--- src/sv/midi_dec_pkg.sv ---
`timescale 1ns / 1ps

package midi_dec_pkg;

  typedef enum logic [1:0] {
    KIND_NONE = 2'd0,
    KIND_NOTE = 2'd1,
    KIND_MOD  = 2'd2,
    KIND_BEND = 2'd3
  } kind_t;

  // configuration register indexes
  localparam logic [2:0] CFG_BLOCK_ENABLE    = 3'd0;
  localparam logic [2:0] CFG_ALL_CHANNELS    = 3'd1;
  localparam logic [2:0] CFG_LISTEN_CHANNEL  = 3'd2;
  localparam logic [2:0] CFG_VEL_SENS        = 3'd3;
  localparam logic [2:0] CFG_RECORD_VELOCITY = 3'd4;
  localparam logic [2:0] CFG_TRANSPOSE_EN    = 3'd5;
  localparam logic [2:0] CFG_TRANSPOSE_AMT   = 3'd6;

  // status high nibbles
  localparam logic [3:0] ST_NOTE_OFF = 4'h8;
  localparam logic [3:0] ST_NOTE_ON  = 4'h9;
  localparam logic [3:0] ST_CTRL     = 4'hB;
  localparam logic [3:0] ST_BEND     = 4'hE;
  localparam logic [3:0] ST_SYSTEM   = 4'hF;

  localparam logic [6:0] CC_MOD_WHEEL = 7'd1;
  localparam logic [7:0] NOTE_OFFSET  = 8'd11;
  localparam logic [7:0] NOTE_LIMIT   = 8'd96;
  localparam logic [7:0] VIB_EFFECT   = 8'hA0;

  // volume = vel*sens*64/(127*100) = vel*sens*16/3175
  // q = (p * ceil(2^30/3175)) >> 26, exact below the clamp point and monotone above it
  localparam int         VOL_PROD_W = 34;
  localparam int         VOL_SHIFT  = 26;
  localparam logic [18:0] VOL_RECIP = 19'd338187;
  localparam logic [7:0] VOL_MAX    = 8'd64;
  localparam logic [7:0] VOL_MIN_ON = 8'd1;
  localparam logic [7:0] VOL_SKIP   = 8'hFF;

  typedef struct packed {
    logic              block_enable;
    logic              all_channels;
    logic [4:0]        listen_channel;
    logic [7:0]        velocity_sensitivity;
    logic              record_velocity;
    logic              transpose_enable;
    logic signed [6:0] transpose_amount;
  } cfg_t;

  typedef struct packed {
    kind_t       kind;
    logic [7:0]  note;
    logic        vel_on;
    logic [14:0] vel_prod;
    logic        effect_record;
    logic [3:0]  depth;
    logic [12:0] vibrato;
    logic [7:0]  pitch;
    logic        chan_match;
  } dec_t;

  typedef struct packed {
    kind_t       kind;
    logic        note_ok;
    logic [6:0]  note;
    logic        vel_on;
    logic [7:0]  vol_q;
    logic        effect_record;
    logic [3:0]  depth;
    logic [12:0] vibrato;
    logic [7:0]  pitch;
    logic        chan_match;
  } scl_t;

  typedef struct packed {
    kind_t             event_kind;
    logic              note_record;
    logic [6:0]        note_number;
    logic signed [7:0] note_volume;
    logic              effect_record;
    logic [7:0]        effect_param;
    logic [12:0]       vibrato_depth;
    logic signed [7:0] pitch_value;
    logic              channel_match;
  } result_t;

endpackage

--- src/sv/midi_dec_front.sv ---
`timescale 1ns / 1ps

module midi_dec_front (
  input  logic                clk,
  input  logic                rst_n,
  input  midi_dec_pkg::cfg_t  cfg,
  input  logic                up_valid,
  output logic                up_ready,
  input  logic [7:0]          status_byte,
  input  logic [7:0]          first_data,
  input  logic [7:0]          second_data,
  input  logic [1:0]          message_length,
  output logic                dn_valid,
  input  logic                dn_ready,
  output midi_dec_pkg::dec_t  dn_data
);

  logic               s1_valid_r;
  midi_dec_pkg::dec_t s1_data_r;
  midi_dec_pkg::dec_t s1_data_nxt;

  logic        channel_valid_r, channel_valid_nxt;
  logic [12:0] vibrato_r, vibrato_nxt;
  logic [7:0]  pitch_r, pitch_nxt;

  logic       accept;
  logic       msg_ok;
  logic       ch_hit;
  logic [3:0] hi;
  logic [6:0] d1;
  logic [6:0] d2;
  logic [6:0] vel;
  logic [7:0] t0;
  logic [3:0] depth;

  assign up_ready = !s1_valid_r || dn_ready;
  assign accept   = up_valid && up_ready;
  assign dn_valid = s1_valid_r;
  assign dn_data  = s1_data_r;

  assign hi     = status_byte[7:4];
  assign d1     = first_data[6:0];
  assign d2     = (message_length == 2'd3) ? second_data[6:0] : 7'd0;
  assign msg_ok = cfg.block_enable && message_length[1] && status_byte[7] &&
                  (hi != midi_dec_pkg::ST_SYSTEM);
  assign ch_hit = cfg.all_channels ||
                  ((cfg.listen_channel != 5'd0) &&
                   (({1'b0, status_byte[3:0]} + 5'd1) == cfg.listen_channel));
  assign vel    = (hi == midi_dec_pkg::ST_NOTE_ON) ? d2 : 7'd0;
  assign t0     = {1'b0, d1} - midi_dec_pkg::NOTE_OFFSET;
  assign depth  = d2[6:3];

  always_comb begin
    channel_valid_nxt = channel_valid_r;
    vibrato_nxt       = vibrato_r;
    pitch_nxt         = pitch_r;
    s1_data_nxt       = '0;
    s1_data_nxt.kind  = midi_dec_pkg::KIND_NONE;
    s1_data_nxt.note  = cfg.transpose_enable ?
                        t0 + {cfg.transpose_amount[6], cfg.transpose_amount} : t0;
    s1_data_nxt.vel_on   = (vel != 7'd0);
    s1_data_nxt.vel_prod = {8'd0, vel} * {7'd0, cfg.velocity_sensitivity};
    s1_data_nxt.depth    = depth;
    if (msg_ok) begin
      channel_valid_nxt = ch_hit;
      case (hi)
        midi_dec_pkg::ST_NOTE_OFF, midi_dec_pkg::ST_NOTE_ON: begin
          s1_data_nxt.kind = midi_dec_pkg::KIND_NOTE;
        end
        midi_dec_pkg::ST_CTRL: begin
          if (d1 == midi_dec_pkg::CC_MOD_WHEEL) begin
            s1_data_nxt.kind          = midi_dec_pkg::KIND_MOD;
            s1_data_nxt.effect_record = (depth != 4'd0) && ch_hit;
            vibrato_nxt               = {d2, 6'd0};
          end
        end
        midi_dec_pkg::ST_BEND: begin
          s1_data_nxt.kind = midi_dec_pkg::KIND_BEND;
          // centered 14-bit value >> 6: flip the top bit of the upper eight
          pitch_nxt        = {~d2[6], d2[5:0], d1[6]};
        end
        default: begin
        end
      endcase
    end
    s1_data_nxt.chan_match = channel_valid_nxt;
    s1_data_nxt.vibrato    = vibrato_nxt;
    s1_data_nxt.pitch      = pitch_nxt;
  end

  always_ff @(posedge clk) begin
    if (!rst_n) begin
      s1_valid_r      <= 1'b0;
      channel_valid_r <= 1'b1;
      vibrato_r       <= '0;
      pitch_r         <= '0;
    end else begin
      if (up_ready) begin
        s1_valid_r <= up_valid;
      end
      if (accept) begin
        channel_valid_r <= channel_valid_nxt;
        vibrato_r       <= vibrato_nxt;
        pitch_r         <= pitch_nxt;
      end
    end
  end

  always_ff @(posedge clk) begin
    if (accept) begin
      s1_data_r <= s1_data_nxt;
    end
  end

endmodule

--- src/sv/midi_dec_scale.sv ---
`timescale 1ns / 1ps

module midi_dec_scale (
  input  logic               clk,
  input  logic               rst_n,
  input  logic               up_valid,
  output logic               up_ready,
  input  midi_dec_pkg::dec_t up_data,
  output logic               dn_valid,
  input  logic               dn_ready,
  output midi_dec_pkg::scl_t dn_data
);

  logic               s2_valid_r;
  midi_dec_pkg::scl_t s2_data_r;
  midi_dec_pkg::scl_t s2_data_nxt;

  logic [midi_dec_pkg::VOL_PROD_W-1:0] prod;
  logic                                note_ok;

  assign up_ready = !s2_valid_r || dn_ready;
  assign dn_valid = s2_valid_r;
  assign dn_data  = s2_data_r;

  assign prod = {{(midi_dec_pkg::VOL_PROD_W-15){1'b0}}, up_data.vel_prod} *
                {{(midi_dec_pkg::VOL_PROD_W-19){1'b0}}, midi_dec_pkg::VOL_RECIP};

  // transposed note is signed; keep 1..95 only
  assign note_ok = !up_data.note[7] && (up_data.note != 8'd0) &&
                   (up_data.note < midi_dec_pkg::NOTE_LIMIT);

  always_comb begin
    s2_data_nxt               = '0;
    s2_data_nxt.kind          = up_data.kind;
    s2_data_nxt.note_ok       = note_ok;
    s2_data_nxt.note          = up_data.note[6:0];
    s2_data_nxt.vel_on        = up_data.vel_on;
    s2_data_nxt.vol_q         = prod[midi_dec_pkg::VOL_SHIFT +: 8];
    s2_data_nxt.effect_record = up_data.effect_record;
    s2_data_nxt.depth         = up_data.depth;
    s2_data_nxt.vibrato       = up_data.vibrato;
    s2_data_nxt.pitch         = up_data.pitch;
    s2_data_nxt.chan_match    = up_data.chan_match;
  end

  always_ff @(posedge clk) begin
    if (!rst_n) begin
      s2_valid_r <= 1'b0;
    end else if (up_ready) begin
      s2_valid_r <= up_valid;
    end
  end

  always_ff @(posedge clk) begin
    if (up_valid && up_ready) begin
      s2_data_r <= s2_data_nxt;
    end
  end

endmodule

--- src/sv/midi_dec_out.sv ---
`timescale 1ns / 1ps

module midi_dec_out (
  input  logic                  clk,
  input  logic                  rst_n,
  input  logic                  record_velocity,
  input  logic                  up_valid,
  output logic                  up_ready,
  input  midi_dec_pkg::scl_t    up_data,
  output logic                  dn_valid,
  input  logic                  dn_ready,
  output midi_dec_pkg::result_t dn_data
);

  logic                  out_valid_r;
  midi_dec_pkg::result_t out_data_r;
  midi_dec_pkg::result_t out_data_nxt;
  logic [7:0]            vol;

  assign up_ready = !out_valid_r || dn_ready;
  assign dn_valid = out_valid_r;
  assign dn_data  = out_data_r;

  always_comb begin
    vol = (up_data.vol_q > midi_dec_pkg::VOL_MAX) ? midi_dec_pkg::VOL_MAX : up_data.vol_q;
    if (up_data.vel_on && (vol == 8'd0)) begin
      vol = midi_dec_pkg::VOL_MIN_ON;
    end
    if (up_data.vel_on && !record_velocity) begin
      vol = midi_dec_pkg::VOL_SKIP;
    end
  end

  always_comb begin
    out_data_nxt               = '0;
    out_data_nxt.event_kind    = up_data.kind;
    out_data_nxt.vibrato_depth = up_data.vibrato;
    out_data_nxt.pitch_value   = up_data.pitch;
    out_data_nxt.channel_match = up_data.chan_match;
    case (up_data.kind)
      midi_dec_pkg::KIND_NOTE: begin
        out_data_nxt.note_volume = vol;
        if (up_data.note_ok) begin
          out_data_nxt.note_number = up_data.note;
          out_data_nxt.note_record = up_data.chan_match;
        end
      end
      midi_dec_pkg::KIND_MOD: begin
        out_data_nxt.effect_record = up_data.effect_record;
        out_data_nxt.effect_param  = midi_dec_pkg::VIB_EFFECT | {4'd0, up_data.depth};
      end
      default: begin
      end
    endcase
  end

  always_ff @(posedge clk) begin
    if (!rst_n) begin
      out_valid_r <= 1'b0;
    end else if (up_ready) begin
      out_valid_r <= up_valid;
    end
  end

  always_ff @(posedge clk) begin
    if (up_valid && up_ready) begin
      out_data_r <= out_data_nxt;
    end
  end

endmodule

--- src/sv/midi_input_event_decoder_unit.sv ---
`timescale 1ns / 1ps
// Pipeline: three registered stages (decode, volume scale, output reg) lie between the
// input transfer and the result on out_tdata.
// Throughput: one message per cycle; the volume reciprocal multiply is the middle stage.
// Each stage holds its data under backpressure; intake stalls only once all three stages
// hold a waiting transfer.
// Reset (rst_n low, synchronous): pipeline valid bits cleared, channel state set to
// matched, vibrato and pitch cleared, configuration registers back to their defaults.

module midi_input_event_decoder_unit (
  input  logic        clk,
  input  logic        rst_n,
  input  logic        cfg_we,
  input  logic [2:0]  cfg_index,
  input  logic [7:0]  cfg_data,
  input  logic        in_tvalid,
  output logic        in_tready,
  // status_byte[7:0], first_data[15:8], second_data[23:16], message_length[25:24]
  input  logic [31:0] in_tdata,
  output logic        out_tvalid,
  input  logic        out_tready,
  // note_record[0], note_number[7:1], note_volume[15:8], effect_record[16],
  // effect_param[24:17], vibrato_depth[37:25], pitch_value[45:38], channel_match[46]
  output logic [47:0] out_tdata,
  // event_kind[1:0]
  output logic [1:0]  out_tuser
);

  midi_dec_pkg::cfg_t    cfg_r;
  midi_dec_pkg::dec_t    dec_data;
  midi_dec_pkg::scl_t    scl_data;
  midi_dec_pkg::result_t res;
  logic                  dec_valid, dec_ready;
  logic                  scl_valid, scl_ready;

  always_ff @(posedge clk) begin
    if (!rst_n) begin
      cfg_r.block_enable         <= 1'b0;
      cfg_r.all_channels         <= 1'b1;
      cfg_r.listen_channel       <= 5'd1;
      cfg_r.velocity_sensitivity <= 8'd100;
      cfg_r.record_velocity      <= 1'b1;
      cfg_r.transpose_enable     <= 1'b0;
      cfg_r.transpose_amount     <= '0;
    end else if (cfg_we) begin
      case (cfg_index)
        midi_dec_pkg::CFG_BLOCK_ENABLE:    cfg_r.block_enable         <= cfg_data[0];
        midi_dec_pkg::CFG_ALL_CHANNELS:    cfg_r.all_channels         <= cfg_data[0];
        midi_dec_pkg::CFG_LISTEN_CHANNEL:  cfg_r.listen_channel       <= cfg_data[4:0];
        midi_dec_pkg::CFG_VEL_SENS:        cfg_r.velocity_sensitivity <= cfg_data;
        midi_dec_pkg::CFG_RECORD_VELOCITY: cfg_r.record_velocity      <= cfg_data[0];
        midi_dec_pkg::CFG_TRANSPOSE_EN:    cfg_r.transpose_enable     <= cfg_data[0];
        midi_dec_pkg::CFG_TRANSPOSE_AMT:   cfg_r.transpose_amount     <= cfg_data[6:0];
        default: begin
        end
      endcase
    end
  end

  midi_dec_front u_front (
    .clk            (clk),
    .rst_n          (rst_n),
    .cfg            (cfg_r),
    .up_valid       (in_tvalid),
    .up_ready       (in_tready),
    .status_byte    (in_tdata[7:0]),
    .first_data     (in_tdata[15:8]),
    .second_data    (in_tdata[23:16]),
    .message_length (in_tdata[25:24]),
    .dn_valid       (dec_valid),
    .dn_ready       (dec_ready),
    .dn_data        (dec_data)
  );

  midi_dec_scale u_scale (
    .clk      (clk),
    .rst_n    (rst_n),
    .up_valid (dec_valid),
    .up_ready (dec_ready),
    .up_data  (dec_data),
    .dn_valid (scl_valid),
    .dn_ready (scl_ready),
    .dn_data  (scl_data)
  );

  midi_dec_out u_out (
    .clk             (clk),
    .rst_n           (rst_n),
    .record_velocity (cfg_r.record_velocity),
    .up_valid        (scl_valid),
    .up_ready        (scl_ready),
    .up_data         (scl_data),
    .dn_valid        (out_tvalid),
    .dn_ready        (out_tready),
    .dn_data         (res)
  );

  assign out_tuser = res.event_kind;
  assign out_tdata = {1'b0, res.channel_match, res.pitch_value, res.vibrato_depth,
                      res.effect_param, res.effect_record, res.note_volume,
                      res.note_number, res.note_record};

  a_note_rec: assert property (@(posedge clk) disable iff (!rst_n)
    out_tvalid && res.note_record |->
      (res.event_kind == midi_dec_pkg::KIND_NOTE) && res.channel_match &&
      (res.note_number != 7'd0))
    else $error("note recorded without a matched in-range note");

  a_fx_rec: assert property (@(posedge clk) disable iff (!rst_n)
    out_tvalid && res.effect_record |->
      (res.event_kind == midi_dec_pkg::KIND_MOD) && res.channel_match &&
      (res.effect_param[3:0] != 4'd0))
    else $error("vibrato recorded without a matched nonzero depth");

  a_vol_range: assert property (@(posedge clk) disable iff (!rst_n)
    out_tvalid && (res.event_kind == midi_dec_pkg::KIND_NOTE) |->
      (res.note_volume <= 8'sd64) && (res.note_volume >= -8'sd1))
    else $error("note volume outside -1..64");

  a_stage_hold: assert property (@(posedge clk) disable iff (!rst_n)
    scl_valid && !scl_ready |=> scl_valid && $stable(scl_data))
    else $error("scaled stage changed while stalled");

endmodule
--- config.mk ---
export PLATFORM = sky130hd
export DESIGN_NAME = midi_input_event_decoder_unit
export DESIGN_NICKNAME = d
export VERILOG_FILES = /design/src/sv/midi_dec_pkg.sv /design/src/sv/midi_dec_front.sv /design/src/sv/midi_dec_scale.sv /design/src/sv/midi_dec_out.sv /design/src/sv/midi_input_event_decoder_unit.sv
export SDC_FILE = /design/constraint.sdc
export NUM_CORES = 1
export LEC_CHECK = 0
export BUFFER_PORTS_ARGS = -buffer_cell sky130_fd_sc_hd__buf_2
export CORE_MARGIN = 2
export CORE_UTILIZATION = 60
export CTS_BUF_LIST = sky130_fd_sc_hd__clkbuf_8
export DETAILED_ROUTE_END_ITERATION = 16
export GPL_TIMING_DRIVEN = 0
export PLACE_DENSITY = 0.8
export SLEW_MARGIN = 5
export SYNTH_ARGS = -nofsm -noshare
export SYNTH_HDL_FRONTEND = slang
export SYNTH_SLANG_ARGS = --single-unit
--- constraint.sdc ---
create_clock -name clk -period 7.65 [get_ports clk]
set_input_delay 0.765 -clock clk [delete_from_list [all_inputs] [get_ports clk]]
set_output_delay 0.765 -clock clk [all_outputs]
set_load 0.005 [all_outputs]
# --- Word level (Yosys, flattened, before mapping) ---
# Index checks and enable logic that the tools add are counted.
word_totals:
  out_inout_bits: 52
  elab_cells: 118
  reg_bits: 197
op_classes:
  reduce_logical: 37
  multipliers: 2
  muxes: 15
  n_addsub: 3
  n_lt_le_gt_ge: 2
  eq_ne: 16
  n_bitwise: 1
op_table:
  columns: ["operator", "count"]
  rows:
  - ["$mux W8", 7]
  - ["$mux W13", 3]
  - ["$mul A15 B19 Y34 const B", 1]
  - ["$eq A4 B4 Y1 const B", 4]
  - ["$reduce_and A2 Y1", 8]
  - ["$mul A7 B8 Y15", 1]
  - ["$mux W7", 2]
  - ["$logic_and A1 B1 Y1", 12]
  - ["$eq A3 B3 Y1 const B", 3]
  - ["$add A8 B8 Y8", 1]
  - ["$gt A8 B7 Y1 const B", 1]
  - ["$logic_not A8 Y1", 1]
  - ["$lt A8 B7 Y1 const B", 1]
  - ["$reduce_bool A8 Y1", 1]
  - ["$sub A7 B4 Y8 const B", 1]
  - ["$eq A7 B1 Y1 const B", 1]
  - ["$reduce_bool A7 Y1", 1]
  - ["$eq A3 B2 Y1 const B", 2]
  - ["$pmux W2 S3", 1]
  - ["$add A4 B1 Y5 const B", 1]
  - ["$eq A5 B5 Y1", 1]
  - ["$logic_not A1 Y1", 5]
  - ["$reduce_bool A5 Y1", 1]
  - ["$eq A2 B2 Y1 const B", 2]
  - ["11 further kinds", 14]

# --- Logic depth before layout (Yosys ltp) ---
logic_depth:
  word_depth: 6
  ltp_mapped: 21
  depth_no_buf: 20

# --- By module ---
# A second synthesis with hierarchy kept.
hier_totals:
  cells_unflattened: 1175
  hier_area_um2: 13531.7
by_module_without_submodules:
  columns: ["mod", "cells_per_inst", "n_inst", "area_each_um2"]
  rows:
  - ["midi_dec_scale", 499, 1, 5565.3]
  - ["midi_dec_front", 484, 1, 5268.8]
  - ["midi_dec_out", 91, 1, 1674.1]
  - ["midi_input_event_decoder_unit", 101, 1, 1023.5]

# --- Least setup slack after synthesis ---
# OpenSTA, ideal clock, no wires.
synth_path:
  kind: "input-to-reg"
  from: "input port in_tdata[6]"
  to: "register u_front.s1_data_r, in the netlist u_front.dn_data[41], data pin"
  setup_ns: 0.266
  n_path_buf: 1
  cell_stages: 20
  t_arrival_ns: 5.300
  path_slack_ns: 2.084
  cell_sequence: "nand3b_1 > or2_2 > clkbuf_1 > nor2_1 > nand2_1 > fa_1 > fa_1 > inv_1 > fa_1 > inv_1 > fa_1 > inv_1 > ha_1 > nor3_1 > nor2_1 > a31oi_1 > nor2b_1 > o21a_1 > o41ai_1 > xnor2_1"
synth_lines:
  columns: ["element", "line", "text"]
  rows:
  - ["start: declaration", "midi_input_event_decoder_unit.sv:19", "input logic [31:0] in_tdata,"]
  - ["end signal: assignment", "midi_dec_front.sv:111", "s1_data_r <= s1_data_nxt;"]
  - ["end: declaration", "midi_dec_front.sv:19", "midi_dec_pkg::dec_t s1_data_r;"]

==> metrics.txt <==
status=completed; htree depth=4; Synth-to-Final Area Change=9.834%; total track usage=approximately 23%; # Post-CTS Setup Buffers=0; drt pass-1 iters=6; residual overflow from global routing=0; Seq cells post-synth=roughly 190; routed wire length=between 20000 and 30000 um; reg-to-reg startpoint=u_front.dn_data[40]; final instance area=~14000 sq um; commonest non-fill, non-tap cell in the layout=ha_1; CTS Hold Bufs=0; Final Max Tran Viols=0; fin crit share=about three quarters; setup TNS=0 ps; DRC=0; drt initial violations=approximately 530; top sig layer=met4; Max FO, Critical Path=8; EDFF count, synth=about 150; VDD IR max=0.1074 mV; pwr/cell area=between 150 and 200 nW/um^2; length of routed met3 wiring=1235 um; row cnt=53; Post-Synthesis Cell Area=13050 sq um; WHS=418.8 ps; RePlAce Congestion=approximately 0.89; Yosys Warn Count=0; Starting Density=just over 60%; Via Count=8582; share of layout cells above drive strength 1=11.37%; area of the core=~21000 sq um; vias per inst=approximately 5.5; leak pwr=between 6 and 7 nW; root buffer cell=clkbuf_8; Fillers=between 1500 and 2000; RR Endpoint=u_scale.dn_data[33]; Synth Flop Type=edfxtp_1; Final Skew=about 15 ps; Final #Nets=about 1600; worst hold path depth=0; hold path endpoint=u_scale.dn_data[12]; Worst Setup Start Kind=input pin; Slew @ Worst Pin=1240 ps; post-CTS resize count=0; Mean Syn Cell Area=11.32 sq um; vias in the first global route=between 8000 and 9000; f_max=~170 MHz; metal1 wirelength=11210 um; clock buffer depth=2; Async SR Flop Fraction=0%; Hold/Removal Path Class=reg2reg; max-cap violations=0; die height=between 150 and 200 um; initial antenna violation count=0; most frequent cells in the layout=ha_1, inv_1, edfxtp_1; clock-pin slew on the worst setup and hold paths=roughly 110 ps; setup violators final=0; dpl hpwl=between 15000 and 20000 um; Critical Path AT=between 6000 and 7000 ps; FF-to-FF path depth=18; first-pass GRT wire length=between 40000 and 50000 um; Hold Fails Final Rpt=0; clock network latency to the later pin of the worst-skew pair=490 ps; Num Clock Sinks=~190; Max transition margin=17.19%; Seq/Total Area, Yosys=between 40% and 50%; RSZ-0062 raised after global routing=false; Data required, critical path=7880 ps; R2R setup slack=between 2000 and 2500 ps; met2 routed WL=12290 um; IO Pins=100; total die area=between 20000 and 25000 sq um; CTS tree=done; hold path start=u_front.dn_data[12]; Die Wd=approximately 150 um; WL per Instance=16.28 um; Placed Area=between 10000 and 15000 sq um; Non-Filler Instances=1551; largest net degree at the start of global routing=63; Worst Setup Path Type=in2reg; placed cell count=roughly 1500; cells after synthesis=between 1000 and 1500; Netlist cell types=56; antenna-violating nets left=0; PortBufs=86; Num CTS Buffers=17; min Tclk post-route=approximately 5900 ps; nature of the critical path endpoint=flop
## kinds of logic (layout without fill, tap and decap cells)
| family | after synthesis | in the layout | share of synthesized area [%] |
|---|---|---|---|
| other cells | 1 | 4 | 0.02873 |
| buf+inv | 193 | 313 | 5.693 |
| flops | 194 | 194 | 40.87 |
| mux | 26 | 26 | 2.061 |
| simple gates | 305 | 305 | 11.64 |
| xor+xnor | 36 | 36 | 2.415 |
| fa+ha+maj | 268 | 268 | 30.63 |
| compound gates | 130 | 130 | 6.662 |
## per-stage QoR
step                      total power (W)  utilization, %  worst slack, ps
after detailed placement         0.001861           65.51             1344
after global routing             0.002708           67.55             1428
after floorplan                  0.001687               -             2084
after CTS                        0.002565           67.55             1778
after global placement           0.001837           65.20             1419
final                            0.002561           67.56             1767
## report_power, final
part	leakage [nW]	switching [W]	internal (W)	total, W
sequential	1.79	0.0000251	0.00118	0.00120
clock	0.214	0.000426	0.000287	0.000713
combinational	4.72	0.000377	0.000270	0.000647
## registers in the layout, indices dropped and copies added (netlist names)
| name | cells |
|---|---|
| cfg_r | 24 |
| u_front.channel_valid_r | 1 |
| u_front.dn_data | 53 |
| u_front.dn_valid | 1 |
| u_front.pitch_r | 8 |
| u_front.vibrato_r | 13 |
| u_out.dn_data | 46 |
| u_out.dn_valid | 1 |
| u_scale.dn_data | 46 |
| u_scale.dn_valid | 1 |
## how the worst max path moves through the flow
stage	start	end	slack (ps)	depth (start not counted)
global route	in_tdata[25]	u_front.dn_data[41]	1430	21
CTS	in_tdata[6]	u_front.dn_data[41]	1780	21
finish	in_tdata[6]	u_front.dn_data[41]	1770	21
global placement	in_tdata[25]	u_front.dn_data[41]	1420	21
detailed placement	in_tdata[6]	u_front.dn_data[41]	1340	21
floorplan	in_tdata[6]	u_front.dn_data[41]	2080	20
## layer usage
metal  vias to the layer above  global-route usage, %
met2                       225                  38.69
li1                       4145                      -
met4                         0                  6.481
met5                         -                      0
met3                        43                  4.371
met1                      4169                  30.88
## Yosys cell counts, types with 2 or more instances
library cell  number  area [sq um]
nor2_1            42         157.7
buf_4              4         30.03
fa_1              86          1722
mux2_2             7         78.83
inv_1            170         638.1
ha_1             182          2277
xnor2_1           25         219.0
a21boi_0          16         120.1
nor3_1            15         75.07
o21bai_1           4         30.03
a211oi_2           2         25.02
nor2b_1           22         137.6
a21oi_1           27         135.1
a221oi_1           2         17.52
nor4_1             7         43.79
and3b_1            2         17.52
a211oi_1           5         37.54
edfxtp_1         145          4354
nand2b_1           5         31.28
nand4_1            4         25.02
nand3_1           19         95.09
or2_2              2         12.51
o2111ai_1          2         17.52
o311ai_0           2         17.52
and3_1            17         106.4
o21ai_0           31         155.2
a21o_1            11         82.58
buf_2              3         15.01
nand3b_1           3         22.52
dfxtp_1           49         980.9
nand4b_1           2         17.52
o31ai_1            2         15.01
a41oi_1            3         26.28
a31oi_1            4         25.02
o211ai_1           7         52.55
clkbuf_1          15         56.30
mux2i_1           19         190.2
nand2_1          107         401.6
o21a_1             4         30.03
and2_1            53         331.6
xor2_1            11         96.34
## critical path, stage by stage
cell      delay, ps
buf_2           120
nand3b_1        180
or2_2           280
clkbuf_1        190
nor2_1          500
nand2_1         180
fa_1            530
fa_1            540
inv_1            50
fa_1            530
inv_1            60
fa_1            520
inv_1            40
ha_1            360
nand2_1         120
o211ai_1        100
a31oi_1         290
nor2b_1          80
o21a_1          190
o41ai_1         310
xnor2_1         150
## area by class of cell
type | count | area, sq um | area share [%]
inverters | 171 | 641.9 | 4.477
clock inverters | 15 | 198.9 | 1.388
clock buffers | 17 | 234.0 | 1.632
diodes | 1 | 2.502 | 0.01745
repair buffers | 88 | 478.0 | 3.334
multi-input cells | 768 | 7002 | 48.84
flip-flops and latches | 194 | 5335 | 37.21
plain buffers | 22 | 101.3 | 0.7069
well taps | 275 | 344.1 | 2.400
(Power assumes the default switching activity.)
